**src/rtl/dirty_tracked_cell_buffer_core_assert.svh**
```systemverilog
// Assertion macros for the dirty-tracked cell buffer.
// Included by files that check their own logic; no other dependencies.
`ifndef DIRTY_TRACKED_CELL_BUFFER_CORE_ASSERT_SVH
`define DIRTY_TRACKED_CELL_BUFFER_CORE_ASSERT_SVH

`ifndef SYNTHESIS

`define DTCB_ASSERT_IMP(lbl, clk, rst, ante, cons) \
  lbl: assert property (@(posedge clk) disable iff (rst) (ante) |-> (cons)) \
    else $error("dtcb assertion failed");

`define DTCB_ASSERT_NEXT(lbl, clk, rst, ante, cons) \
  lbl: assert property (@(posedge clk) disable iff (rst) (ante) |=> (cons)) \
    else $error("dtcb assertion failed");

`else

`define DTCB_ASSERT_IMP(lbl, clk, rst, ante, cons)

`define DTCB_ASSERT_NEXT(lbl, clk, rst, ante, cons)

`endif

`endif

```
**src/rtl/dtcb_pkg.sv**
```systemverilog
// Shared constants, codes, command/status types and helpers of the cell buffer.
// No dependencies.
`default_nettype none

package dtcb_pkg;

  localparam int COLUMNS_DEF = 32;
  localparam int ROWS_DEF    = 16;

  localparam int FUNC_W = 3;
  localparam int COL_W  = 5;
  localparam int ROW_W  = 4;
  localparam int DATA_W = 8;

  localparam int DWORD_W = 32;
  localparam int DBIT_W  = 5;

  localparam logic [FUNC_W-1:0] F_WRITE   = 3'd0;
  localparam logic [FUNC_W-1:0] F_READ    = 3'd1;
  localparam logic [FUNC_W-1:0] F_CUR_ON  = 3'd2;
  localparam logic [FUNC_W-1:0] F_CUR_OFF = 3'd3;
  localparam logic [FUNC_W-1:0] F_MOVE    = 3'd4;
  localparam logic [FUNC_W-1:0] F_RESTART = 3'd5;
  localparam logic [FUNC_W-1:0] F_FIND    = 3'd6;

  localparam logic [1:0] DOP_SET     = 2'd0;
  localparam logic [1:0] DOP_CLR     = 2'd1;
  localparam logic [1:0] DOP_SET_CHG = 2'd2;

  typedef struct packed {
    logic       load;
    logic       tgt_cursor;
    logic       calc;
    logic       rd;
    logic       dirty_wr;
    logic [1:0] dop;
    logic       cell_wr;
    logic       cursor_upd;
    logic       scan_rst;
    logic       scan_start;
    logic       scan_rd;
    logic       scan_next;
    logic       scan_take;
    logic       div_step;
    logic       clear_step;
    logic       res_load;
  } cmd_t;

  typedef struct packed {
    logic              clear_done;
    logic [FUNC_W-1:0] func;
    logic              cursor_on;
    logic              scan_nz;
    logic              scan_last;
    logic              div_done;
    logic              out_busy;
  } stat_t;

  function automatic logic [DBIT_W-1:0] lowest_set(input logic [DWORD_W-1:0] w);
    logic [DWORD_W-1:0] v;
    logic [DBIT_W-1:0]  p;
    v = w;
    p = '0;
    if (v[15:0] == 16'd0) begin
      v = v >> 16;
      p[4] = 1'b1;
    end
    if (v[7:0] == 8'd0) begin
      v = v >> 8;
      p[3] = 1'b1;
    end
    if (v[3:0] == 4'd0) begin
      v = v >> 4;
      p[2] = 1'b1;
    end
    if (v[1:0] == 2'd0) begin
      v = v >> 2;
      p[1] = 1'b1;
    end
    if (v[0] == 1'b0) begin
      p[0] = 1'b1;
    end
    return p;
  endfunction

endpackage

`default_nettype wire

```
**src/rtl/dtcb_ctrl.sv**
```systemverilog
// Sequencing state machine of the cell buffer: issues datapath commands.
// Depends on dtcb_pkg for command, status and function codes.
`default_nettype none

module dtcb_ctrl import dtcb_pkg::*; (
  input  logic  clk,
  input  logic  rst,
  input  logic  in_valid,
  output logic  in_ready,
  input  stat_t stat,
  output cmd_t  cmd
);

  localparam logic [3:0] S_CLEAR    = 4'd0;
  localparam logic [3:0] S_IDLE     = 4'd1;
  localparam logic [3:0] S_DECODE   = 4'd2;
  localparam logic [3:0] S_RD       = 4'd3;
  localparam logic [3:0] S_MOD      = 4'd4;
  localparam logic [3:0] S_SCAN_RD  = 4'd5;
  localparam logic [3:0] S_SCAN_CHK = 4'd6;
  localparam logic [3:0] S_DIV      = 4'd7;
  localparam logic [3:0] S_DONE     = 4'd8;

  logic [3:0] state, state_next;
  logic       second, second_next;

  assign in_ready = (state == S_IDLE);

  always_comb begin
    cmd         = '0;
    state_next  = state;
    second_next = second;
    case (state)
      S_CLEAR: begin
        cmd.clear_step = 1'b1;
        if (stat.clear_done) state_next = S_IDLE;
      end
      S_IDLE: begin
        if (in_valid) begin
          cmd.load   = 1'b1;
          state_next = S_DECODE;
        end
      end
      S_DECODE: begin
        second_next = 1'b0;
        case (stat.func)
          F_WRITE, F_READ: begin
            cmd.calc   = 1'b1;
            state_next = S_RD;
          end
          F_CUR_ON, F_CUR_OFF: begin
            cmd.calc       = 1'b1;
            cmd.tgt_cursor = 1'b1;
            state_next     = S_RD;
          end
          F_MOVE: begin
            if (stat.cursor_on) begin
              cmd.calc       = 1'b1;
              cmd.tgt_cursor = 1'b1;
              state_next     = S_RD;
            end else begin
              cmd.cursor_upd = 1'b1;
              state_next     = S_DONE;
            end
          end
          F_RESTART: begin
            cmd.scan_rst = 1'b1;
            state_next   = S_DONE;
          end
          F_FIND: begin
            cmd.scan_start = 1'b1;
            state_next     = S_SCAN_RD;
          end
          default: state_next = S_DONE;
        endcase
      end
      S_RD: begin
        cmd.rd     = 1'b1;
        state_next = S_MOD;
      end
      S_MOD: begin
        cmd.dirty_wr = 1'b1;
        case (stat.func)
          F_WRITE: begin
            cmd.cell_wr = 1'b1;
            cmd.dop     = DOP_SET_CHG;
            state_next  = S_DONE;
          end
          F_READ: begin
            cmd.dop    = DOP_CLR;
            state_next = S_DONE;
          end
          F_MOVE: begin
            cmd.dop = DOP_SET;
            if (!second) begin
              cmd.calc    = 1'b1;
              second_next = 1'b1;
              state_next  = S_RD;
            end else begin
              cmd.cursor_upd = 1'b1;
              state_next     = S_DONE;
            end
          end
          default: begin
            cmd.dop        = DOP_SET;
            cmd.cursor_upd = 1'b1;
            state_next     = S_DONE;
          end
        endcase
      end
      S_SCAN_RD: begin
        cmd.scan_rd = 1'b1;
        state_next  = S_SCAN_CHK;
      end
      S_SCAN_CHK: begin
        if (stat.scan_nz) begin
          cmd.scan_take = 1'b1;
          state_next    = S_DIV;
        end else if (stat.scan_last) begin
          state_next = S_DONE;
        end else begin
          cmd.scan_next = 1'b1;
          state_next    = S_SCAN_RD;
        end
      end
      S_DIV: begin
        if (stat.div_done) state_next = S_DONE;
        else cmd.div_step = 1'b1;
      end
      S_DONE: begin
        if (!stat.out_busy) begin
          cmd.res_load = 1'b1;
          state_next   = S_IDLE;
        end
      end
      default: state_next = S_IDLE;
    endcase
  end

  always_ff @(posedge clk) begin
    if (rst) begin
      state  <= S_CLEAR;
      second <= 1'b0;
    end else begin
      state  <= state_next;
      second <= second_next;
    end
  end

endmodule

`default_nettype wire

```
**config.mk**
```make
export PLATFORM = sky130hd
export DESIGN_NAME = dtcb_ctrl
export DESIGN_NICKNAME = d
export VERILOG_FILES = /design/src/rtl/dirty_tracked_cell_buffer_core_assert.svh /design/src/rtl/dtcb_pkg.sv /design/src/rtl/dtcb_ctrl.sv
export SDC_FILE = /design/constraint.sdc
export NUM_CORES = 1
export LEC_CHECK = 0
export BUFFER_PORTS_ARGS = -buffer_cell sky130_fd_sc_hd__buf_2
export CORE_AREA = 3 3 40 42
export CTS_CLUSTER_DIAMETER = 40
export DETAILED_ROUTE_END_ITERATION = 16
export DIE_AREA = 0 0 43 45
export HOLD_SLACK_MARGIN = 0.12
export PLACE_DENSITY = 0.8
export SYNTH_ARGS = -nofsm -noshare
export SYNTH_HDL_FRONTEND = slang
export SYNTH_SLANG_ARGS = --single-unit
```
**constraint.sdc**
```tcl
create_clock -name clk -period 2.24 [get_ports clk]
set_input_delay 0.448 -clock clk [delete_from_list [all_inputs] [get_ports clk]]
set_output_delay 0.448 -clock clk [all_outputs]
set_load 0.01 [all_outputs]
```
=== Word level (Yosys, flattened, before mapping) ===
Cells that the tools add are included.

* Word-level logic and storage cells: 73
* Bits in read-only memories: 0
* Output and inout bits: 18
* Flip-flop bits (word level): 5
* Memories kept: 0
* Bits in latches: 0
* RAM bits: 0
* Input port bits: 12

* Magnitude comparators: 0
* Mux-type cells: 44
* Divide/modulo/power cells: 0
* Bitwise logic cells: 0
* Add/sub/neg operators: 0
* Multipliers: 0
* Shifts and indexed selects: 0
* Eq/ne operators: 19
* Reductions and logical operators: 8

{| class="wikitable"
|+ Operators with widths
! operator !! number
|-
| $mux 4 || 10
|-
| $pmux 4 s9 || 1
|-
| $mux 1 || 22
|-
| $eq 4x3->1 const B || 4
|-
| $pmux 1 s2 || 6
|-
| $pmux 4 s3 || 1
|-
| $eq 3x3->1 const B || 3
|-
| $eq 4x2->1 const B || 2
|-
| $ne 2x2->1 const B || 4
|-
| $eq 3x2->1 const B || 2
|-
| $mux 2 || 3
|-
| $eq 4x1->1 const B || 1
|-
| $eq 4x4->1 const B || 1
|-
| $logic_not 4->1 || 1
|-
| $pmux 2 s2 || 1
|-
| $reduce_and 4->1 || 1
|-
| $reduce_or 2->1 || 2
|-
| $reduce_or 4->1 || 1
|-
| $eq 3x1->1 const B || 1
|-
| $logic_not 3->1 || 1
|-
| $ne 2x1->1 const B || 1
|-
| $reduce_and 2->1 || 1
|-
| $reduce_bool 2->1 || 1
|}

=== Longest topological paths before layout ===
* Depth after elaboration: 4
* Mapped depth: 5
* Depth with buffers taken out: 4

=== Least setup slack after synthesis ===
No wires, ideal clock.

* Path type: register to output
* From: register state[3]
* To: output cmd[8] (netlist name)
* Path buffers: 1
* Arrival: 1603 ps
* Path slack: 189 ps
* Cell stages (with the launch flop): 5
* Required time: 1792 ps
* Cells stage by stage: dfxtp_1 > or4b_1 > buf_2 > or4_1 > a22oi_1

{| class="wikitable"
|+ RTL lines
! element !! line !! text
|-
| start, declared || dtcb_ctrl.sv:24 || <nowiki>logic [3:0] state, state_next;</nowiki>
|-
| start signal, assigned || dtcb_ctrl.sv:145 || <nowiki>state <= state_next;</nowiki>
|-
| end, declared || dtcb_ctrl.sv:11 || <nowiki>output cmd_t cmd</nowiki>
|}

==> flow_summary.toml <==
[route]
routed-via-count = 687
firstDrtPassIters = 7
finalWirelength_um = 1557
viasPerCell = 5.678
wl_per_cell_um = 12.87
drc = 0
drt-initial-drc-count = 10
ant_nets = 0

[critical_path]
reg2reg_depth = 5
required_ns = 1.79
r2r-start = "state[2]"
cp-end-kind = "output pin"
start_kind = "register"
critPathArrivalTime_ns = 1.78
cp_max_fo = 2
worstPathCellList = "or4b_4, or4_4, a22oi_2, buf_2"
path_class = "reg2out"
cp-startpoint = "state[2]"
rrSetupSlack_ns = 0.41
cp_slowest_cell = "or4b_4"
cpPeakStageDelay_ns = 0.53
rr_endpoint = "state[3]"
crit_end = "cmd[8]"

[sta]
fmax_mhz = 448.4
rsz0062_at_grt = "true"
slew_headroom = 0.6562
tns_ns = 0
fin_crit_sh = 0.9957
maxSlewViolCount = 0
min_period_ns = 2.230
worstMarginPinSlew_ns = 0.5090
setup_viol = 0
worst_slack_ns = 0.009742
finalHoldViolations = 0
skew_ns = 0.002945

[clock_tree]
cts_sinks = 5
clk_pin_slew_ns = 0.04
hold_buffers = 0
clkLatencyLatePin_ns = 0.24
clockBufferDepth = 2
cts-root-buf = "clkbuf_4"
cts_tree = "done"
cts_buffers = 3
h-tree-depth = 1

[finish]
syn_to_final_growth_pct = 40.28
fillers = 134
antennaDiodeCount = 0
nNetsFinal = 119
final_common_cell = "buf_2"
layout_common_cells = "29 x buf_2, 8 x nor2_1"
layout-drive-gt1-share = 0.4340
fin_area_um2 = 749.5

[worst_hold_path]
hold_path_class = "in2reg"

[floorplanning]
start_util = 0.4158
num_rows = 13
die_y_um = 45
ios = 30
core_region_area_um2 = 1285
die-area_um2 = 1935
die_w_um = 43

[global_routing]
overflow = 0
grt_pass1_vias = 614
grt_first_pass_wirelength_um = 2387
grt_start_max_net_pins = 13
antenna_found_initial = 0
track_usage = 0.1565

[place]
placed_cell_area_um2 = 699.4
io_buffers = 29
pre_cts_ws_ns = 0.2599
place_hpwl_um = 1204
gp_congestion = 0.8755

[logic_synthesis]
yosys.area.top_type = "dfxtp_1"
synth.net_count = 87
synth_cells = 75
yosysSeqAreaShare = 0.1874
synth.area.top_cells = "dfxtp_1 19%, nor2_1 5.6%, a21oi_1 4.7%, nand2b_1 4.7%, nor3b_1 4.2%"
yosys_register_bits = 5
syn_area_um2 = 534.3
yosysWarningCount = 0
synth.top_cell.area_share = 0.1874
synthDistinctLibCells = 36
syn_area_per_cell_um2 = 7.123

[pwr]
p_leak_nw = 0.3680
vdd_drop_max_v = 0.0002758
power_density_nw_per_um2 = 369.9

[flow_run]
cap_violations = 0

[status]
outcome = "finished, final reports clean"
cells in the mapped netlist:
| cell | n |
|---|---|
| a221o_1 | 1 |
| and2_1 | 2 |
| or4_1 | 1 |
| and3_1 | 1 |
| a311o_1 | 1 |
| clkbuf_1 | 3 |
| o211ai_1 | 1 |
| buf_4 | 2 |
| dfxtp_1 | 5 |
| o21ba_2 | 1 |
| nor4b_2 | 1 |
| nand2_1 | 5 |
| nand2b_1 | 4 |
| or4bb_1 | 1 |
| buf_2 | 2 |
| o22a_1 | 1 |
| nor3b_1 | 3 |
| a22oi_1 | 1 |
| nor2b_1 | 2 |
| nor4_2 | 1 |
| nand4b_1 | 1 |
| nor2_1 | 8 |
| nand3b_1 | 1 |
| o41ai_1 | 1 |
| nor3_1 | 3 |
| and3b_1 | 1 |
| or4b_1 | 1 |
| a21oi_1 | 5 |
| nor4_1 | 2 |
| a211o_1 | 1 |
| or3_1 | 1 |
| a311oi_1 | 1 |
| o21ai_2 | 1 |
| a31oi_1 | 2 |
| nand3_1 | 2 |
| inv_1 | 5 |
state kept, by name, indices dropped and copies added (netlist names):
name and count:
state 4, second 1
repair_timing:
action                     CTS  global route
gates resized for setup      1             5
cloned                       0             0
setup endpoints to repair    1             2
buffers inserted             0             0
pin swaps                    0             3
cells by family (layout without fill, tap and decap cells):
kind of cell | after synthesis | in the layout | share of synthesized area
simple gates | 41 | 41 | 0.4731
buf+inv | 12 | 43 | 0.1030
flops | 5 | 5 | 0.1874
compound gates | 17 | 17 | 0.2366
worst min-delay path by stage:
stage          startpoint       end  slack [ns]  depth (start not counted)
3_3_place_gp       second    second        0.47                          2
2_1_floorplan      second    second        0.44                          2
3_5_place_dp       second    second        0.48                          2
6_report              rst    second        0.45                          2
5_1_grt               rst  state[2]        0.46                          2
4_1_cts               rst    second        0.45                          2
power by group:
group / internal [mW] / leakage, nW / switching [mW]
Combinational: 0.0329 / 0.312 / 0.0428
Sequential: 0.0928 / 0.0414 / 0.00355
Clock: 0.0674 / 0.0150 / 0.0378
Total: 0.193 / 0.368 / 0.0841
final cells by class:
class | instances | area (µm²) | share of cell area
Sequential cell | 5 | 102.6 | 0.1369
Multi-Input combinational cell | 58 | 400.4 | 0.5342
Clock buffer | 4 | 26.28 | 0.03506
Tap cell | 15 | 18.77 | 0.02504
Timing Repair Buffer | 34 | 182.7 | 0.2437
Inverter | 5 | 18.77 | 0.02504
per-stage QoR:
step                std cells  hold slack [ns]  total power, mW  utilization
floorplan                  75           0.4436           0.1366            -
CTS                       121           0.4524           0.2741       0.5716
global placement          117           0.4725           0.1674       0.5443
global route              121           0.4621           0.2923       0.5833
finish                    121           0.4547           0.2772       0.5833
detailed placement        117           0.4800           0.1700       0.5443
worst max-delay path, delay by kind of cell (launching register included):
kind                   cells  cell delay [ns]
and+or+nand+nor            2             0.96
DFF                        1             0.31
buffers and inverters      1             0.15
AOI/OAI and AO/OA          1             0.12
routing by layer:
metal / track usage / vias up / wire length [µm]
met4: 0.04819 / 0 / 0
met1: 0.1831 / 310 / 659
met2: 0.2844 / 38 / 771
met5: 0 / - / 0
met3: 0.03586 / 0 / 125
li1: - / 339 / -
(Power assumes the default switching activity.)
